===== src/pmf_ram.sv =====
// ----------------------------------------------------------------------------
// Generic RAM
// One write port and one read port with registered read data.
// ----------------------------------------------------------------------------
`default_nettype none

module pmf_ram #(
    parameter int  WIDTH = 8,
    parameter int  DEPTH = 16,
    localparam int AW    = (DEPTH > 1) ? $clog2(DEPTH) : 1
) (
    input  wire logic             i_clk,
    input  wire logic             i_we,
    input  wire logic [AW-1:0]    i_waddr,
    input  wire logic [WIDTH-1:0] i_wdata,
    input  wire logic [AW-1:0]    i_raddr,
    output logic      [WIDTH-1:0] o_rdata
);

    logic [WIDTH-1:0] r_mem [DEPTH];
    logic [WIDTH-1:0] r_rdata;

    // Write port and registered read port.
    always_ff @(posedge i_clk) begin
        if (i_we) begin
            r_mem[i_waddr] <= i_wdata;
        end
        r_rdata <= r_mem[i_raddr];
    end

    assign o_rdata = r_rdata;

endmodule

`default_nettype wire


===== config.mk =====
export PLATFORM = sky130hd
export DESIGN_NAME = pmf_ram
export DESIGN_NICKNAME = d
export VERILOG_FILES = /design/src/pmf_ram.sv
export SDC_FILE = /design/constraint.sdc
export NUM_CORES = 1
export LEC_CHECK = 0
export BUFFER_PORTS_ARGS = -buffer_cell sky130_fd_sc_hd__buf_2
export CAP_MARGIN = 10
export CORE_ASPECT_RATIO = 0.9
export CORE_MARGIN = 4
export CORE_UTILIZATION = 51
export CTS_BUF_LIST = sky130_fd_sc_hd__clkbuf_8
export DETAILED_ROUTE_END_ITERATION = 8
export PLACE_DENSITY = 0.7
export SYNTH_ARGS = -nofsm -noshare
export SYNTH_HDL_FRONTEND = slang
export SYNTH_SLANG_ARGS = --single-unit

===== constraint.sdc =====
create_clock -name i_clk -period 4.8 [get_ports i_clk]
set_input_delay 0.24 -clock i_clk [delete_from_list [all_inputs] [get_ports i_clk]]
set_output_delay 0.24 -clock i_clk [all_outputs]
set_load 0.01 [all_outputs]

==> results.json, run 1 <==
{
  "outcome": "finished, final reports clean",
  "num-nets-final": 283,
  "synth_largest_type_area_fraction_pct": 74.7,
  "synthArstFlopShare_pct": 0,
  "dr_total_vias": 2315,
  "timing.critical_path.required_ns": 4.83,
  "drv_slew": 0,
  "grt_antenna_before_repair": 0,
  "synth_top_cells_by_area": "edfxtp_1 (75%), mux4_2 (7.9%), mux4_1 (7.1%)",
  "grt_max_degree": 33,
  "yosys.cell_types.count": 19,
  "timing.hold.worst_path_depth": 1,
  "place.detailed.hpwl_um": 5670,
  "routed_wire_length_per_instance_um": 22.7,
  "synth_fa_ha_area_share_pct": 0,
  "reg2regPathDepth": 3,
  "syn_area_mm2": 0.00515,
  "grt_pass1_wl_um": 14200,
  "power_per_cell_area_mw_per_mm2": 430,
  "criticalPathCategory": "input pin to flop",
  "ys_seq_elements": 136,
  "n_antenna_cell": 0,
  "finish.utilization_pct": 59.9,
  "critPathLaunchType": "input pin",
  "r2r_end": "o_rdata[3]",
  "period_needed_ns": 1.72,
  "totalNegativeSetupSlack_ns": 0,
  "yosysWarningCount": 0,
  "share_of_the_synthesized_area_in_compound_gates_ao_oa_aoi_oai_pct": 2.33,
  "first_pass_iters": 5,
  "area_growth_syn_to_layout_pct": 13.3,
  "cts_made_buffers": 17,
  "grt_overflow": 0,
  "root_buffer": "clkbuf_8",
  "synth_edf_count": 128,
  "clock_tree_from_tritoncts": "built",
  "via_count_of_the_first_global_routing_pass": 2329,
  "report.final.setup_viol": 0,
  "finalHoldViolations": 0,
  "gr-usage-all-layers_pct": 17.2,
  "post_synth_and_or_nand_nor_area_fraction_pct": 3.18,
  "synthMostInstantiatedCell": "edfxtp_1",
  "regToRegSetupSlack_ns": 3.45,
  "dpl_cell_area_mm2": 0.00537,
  "finalWorstSetupSlack_ns": 3.08,
  "vias_per_cell": 5.73,
  "ioPinCount": 26,
  "clkLatencyLatePin_ns": 0.42,
  "synthDominantAreaCellType": "edfxtp_1",
  "synth.avg_cell_area_um2": 22.5,
  "cp_data_arrival_time_ns": 1.75,
  "cts.sinks": 136,
  "synth.mux.area_fraction_pct": 15.0,
  "critical_path.endpoint_type": "flop",
  "final_antenna_net_count": 0,
  "cts.hold.buffers_added": 0,
  "cts_resized": 0,
  "fp.dieArea_mm2": 0.0118,
  "grt_setup_unrepaired": "false",
  "cts.repair_timing.setup_buffer_count": 0,
  "worst_path_maximum_fanout": 8,
  "worst_hold_startpoint": "i_wdata[1]",
  "min_delay_worst_endpoint": "r_mem[5][1]",
  "die_x_um": 114,
  "clk_pin_slew_ns": 0.07,
  "ys_top_cells_by_count": "edfxtp_1 (128), mux4_2 (18), a22oi_1 (16), mux4_1 (14), nor2_1 (13)",
  "finalInstanceArea_mm2": 0.00583,
  "ys_seq_area_share_pct": 77.8,
  "io_buffers": 25,
  "final.setup_skew_ns": 0.0135,
  "final_min_period_over_clock_period_pct": 35.9,
  "fp.coreArea_mm2": 0.00974,
  "effective_utilization_at_floorplan_pct": 52.8,
  "drt-total-wl_um": 9160,
  "max-slew-margin-rel_pct": 23.6,
  "drt_iter0_markers": 164,
  "clock_tree.htree_level_count": 4,
  "synthCells": 229,
  "synth_xor_area_share_pct": 0,
  "drv_cap": 0,
  "postSynthNetCount": 247,
  "holdCritPathClass": "input pin to flop",
  "synth_top_family_by_area": "multiplexers",
  "dp_slack_ns": 2.57,
  "cp-startpoint": "i_waddr[2]",
  "max_clock_freq_mhz": 581,
  "irDropWorstVdd_mv": 0.259,
  "die_y_um": 103,
  "reg2reg_from": "r_mem[5][3]",
  "drive_above_1_share_pct": 28.4,
  "gp_routability_congestion": 0.715,
  "leakage_nw": 1.94,
  "synth_flop_cell": "edfxtp_1",
  "worstMarginPinSlew_ns": 1.14,
  "drcViolationCount": 0,
  "number_of_buffers_on_the_longest_clock_path": 2,
  "total_number_of_placement_rows": 34
}
[report_power, final]
group          switching [mW]  internal, mW  leakage (nW)
logic                  0.0686        0.0479         0.483
registers             0.00667          1.33          1.22
clock network           0.414         0.643         0.233
total                   0.490          2.02          1.94
[logic make-up after synthesis]
group,count (synthesis)
AO/OA/AOI/OAI,16
AND/OR/NAND/NOR,35
buffers and inverters,10
multiplexers,32
flip-flops,136
[placed cells by master, fill, tap and decap left out, drive strengths merged, types with 5 or more instances in the layout]
cell type  netlist  layout
nor2            13      13
clkbuf           0      19
clkinv           0       5
nand2            9       9
dfxtp            8       8
bufinv           0       5
edfxtp         128     128
buf              7      27
a22oi           16      16
mux4            32      32
[state kept, by name, summed over array words and instances, names as in the netlist]
signal,cells
r_mem,128
o_rdata,8
[layout make-up]
cell class                      count  area [um^2]
Clock buffer                       19          262
Clock inverter                     13          201
Fill cell                         690         3910
Multi-Input combinational cell     83         1070
Sequential cell                   136         4000
Tap cell                          126          158
Timing Repair Buffer               27          140
[worst max-delay path by stage]
stage,endpoint,slack (ns),depth (start not counted)
after floorplan,r_mem[0][0],3.07,2
after global placement,r_mem[0][0],2.73,3
after detailed placement,r_mem[0][0],2.57,3
after CTS,r_mem[0][0],3.00,3
after global routing,r_mem[0][0],2.99,3
final,r_mem[0][0],3.08,3
[worst max-delay path, stage by stage]
cell and delay, ns:
buf_2 0.11, or3b_2 0.51, nor3_1 0.89
[layer usage]
layer | share of wire, % | wire length [um] | global-route usage (%)
met5 | 0 | 0 | 0
met4 | 0.36 | 33 | 4.11
met3 | 5.9 | 544 | 5.58
met2 | 50 | 4590 | 28.0
met1 | 44 | 4000 | 23.1
[stage by stage]
step / hold WS [ns] / instances / power (mW)
after floorplan: 0.339 / 229 / 1.43
final: 0.206 / 404 / 2.51
after global placement: 0.623 / 372 / 1.47
after global routing: 0.180 / 404 / 2.60
after CTS: 0.177 / 404 / 2.52
after detailed placement: 0.633 / 372 / 1.48
(Power assumes the default switching activity.)
==> run 2: changes to the inputs <==
==> constraint.sdc (replaced) <==
create_clock -name i_clk -period 1.7 [get_ports i_clk]
set_input_delay 0.085 -clock i_clk [delete_from_list [all_inputs] [get_ports i_clk]]
set_output_delay 0.085 -clock i_clk [all_outputs]
set_load 0.01 [all_outputs]
==> results.json, run 2 (synthesis results as in run 1) <==
{
  "die_y_um": 103,
  "gr-usage-all-layers_pct": 17.8,
  "via_count_of_the_first_global_routing_pass": 2527,
  "grt_setup_unrepaired": "false",
  "area_growth_syn_to_layout_pct": 16.9,
  "die_x_um": 114,
  "max_clock_freq_mhz": 715,
  "final.fill_count": 676,
  "cts.sinks": 136,
  "n_antenna_cell": 0,
  "routed_wire_length_per_instance_um": 22.5,
  "leakage_nw": 2.06,
  "irDropWorstVdd_mv": 0.539,
  "totalNegativeSetupSlack_ns": 0,
  "cts.hold.buffers_added": 0,
  "cts_made_buffers": 17,
  "drt_iter0_markers": 179,
  "worst_path_maximum_fanout": 1,
  "power_mw": 7.20,
  "final.setup_skew_ns": 0.0146,
  "report.final.setup_viol": 0,
  "max-slew-margin-rel_pct": 62.2,
  "worstMarginPinSlew_ns": 0.565,
  "drcViolationCount": 0,
  "clock_tree_from_tritoncts": "built",
  "grt_overflow": 0,
  "worstPathBufferInverterCount": 0,
  "grt_antenna_before_repair": 0,
  "final_min_period_over_clock_period_pct": 82.3,
  "mostFrequentLayoutCell": "edfxtp_1",
  "finish.utilization_pct": 61.8,
  "num-nets-final": 302,
  "critical_path.slowest_cell": "mux4_1",
  "largest_reg_flops": 128,
  "effective_utilization_at_floorplan_pct": 52.8,
  "worst_hold_startpoint": "i_wdata[4]",
  "clkLatencyLatePin_ns": 0.42,
  "fp.dieArea_mm2": 0.0118,
  "critPathLaunchType": "flop",
  "drive_above_1_share_pct": 32.0,
  "power_per_cell_area_mw_per_mm2": 1200,
  "dr_total_vias": 2384,
  "cts.repair_timing.setup_buffer_count": 0,
  "register_area_mm2": 0.00400,
  "clock_tree.htree_level_count": 4,
  "grt_pass1_wl_um": 14900,
  "cp_data_arrival_time_ns": 1.69,
  "multiInputGateArea_mm2": 0.00106,
  "grt_max_degree": 33,
  "fp.coreArea_mm2": 0.00974,
  "drv_cap": 0,
  "critical-path-top-delay-family": "multiplexers",
  "outcome": "finished, final reports clean",
  "clk_pin_slew_ns": 0.08,
  "regToRegSetupSlack_ns": 0.30,
  "critical_path.endpoint_type": "flop",
  "place.detailed.hpwl_um": 6060,
  "drv_slew": 0,
  "criticalPathCategory": "flop to flop",
  "root_buffer": "clkbuf_8",
  "layout.cells.most_common_list": "edfxtp_1 (128), buf_2 (25), mux4_2 (18), clkbuf_8 (18), buf_4 (18)",
  "reg2reg_from": "r_mem[5][3]",
  "ioPinCount": 26,
  "hold_slack_ns": 0.0505,
  "finalHoldViolations": 0,
  "holdCritPathClass": "input pin to flop",
  "io_buffers": 25,
  "critPathMaxStageDelay_ns": 0.56,
  "top_register": "r_mem",
  "cp-startpoint": "r_mem[5][3]",
  "gp_routability_congestion": 0.731,
  "final_antenna_net_count": 0,
  "number_of_buffers_on_the_longest_clock_path": 2,
  "timing.critical_path.required_ns": 1.99,
  "drt-total-wl_um": 9520,
  "vias_per_cell": 5.64,
  "path_cells": "mux4_1 > a22oi_1 > nand2_1",
  "cts_resized": 0,
  "period_needed_ns": 1.40,
  "first_pass_iters": 4,
  "total_number_of_placement_rows": 34
}
-- run 2: changes by cell type in the layout (fill, tap and decap cells not counted) --
cell | before | now
buf_12 | 0 | 3
clkinv_2 | 3 | 2
nor3_1 | 2 | 4
clkbuf_8 | 19 | 18
inv_1 | 1 | 2
buf_4 | 2 | 18
nor3_2 | 2 | 0
bufinv_16 | 5 | 6
-- run 2: path summary, 6_finish.rpt --
path              cells past startpoint     endpoint
setup / recovery                      3   o_rdata[3]
hold / removal                        1  r_mem[6][4]
setup reg to reg                      3   o_rdata[3]
hold reg to reg                       3   o_rdata[5]
-- run 2: cell type report --
cell class	instances	share of cell area, %
clock inverter	14	3.83
timing repair buffer	46	5.32
clock buffer	18	4.12
tap	126	2.62
multi-input combinational	83	17.6
sequential	136	66.5
-- run 2: routing by layer --
metal / track usage (%) / part of all wire (%) / vias to the layer above / wire length [um]
li1: - / - / 1081 / -
met1: 23.6 / 42 / 1219 / 4040
met2: 30.1 / 51 / 82 / 4890
met3: 3.72 / 6.0 / 2 / 571
met4: 6.03 / 0.13 / 0 / 12
met5: 0 / 0 / - / 0
-- run 2: stage by stage --
step | area [um^2] | setup slack (ns) | instances
6_report | 6020 | 0.301 | 423
5_1_grt | 6020 | 0.259 | 423
4_1_cts | 6020 | 0.314 | 423
3_5_place_dp | 5540 | 0.172 | 391
3_3_place_gp | 5540 | 0.205 | 391
2_1_floorplan | 5150 | 0.122 | 229
-- run 2: where the power goes --
part	switching (mW)	internal, mW	total, mW
logic	0.200	0.157	0.357
clock network	1.15	1.92	3.07
registers	0.0230	3.74	3.77
-- run 2: worst register-to-register path: cells and delay by family, from the launching register on --
family	cells	cell delay, ns
muxes	1	0.56
DFF	1	0.38
and+or+nand+nor	1	0.10
AOI/OAI and AO/OA	1	0.25
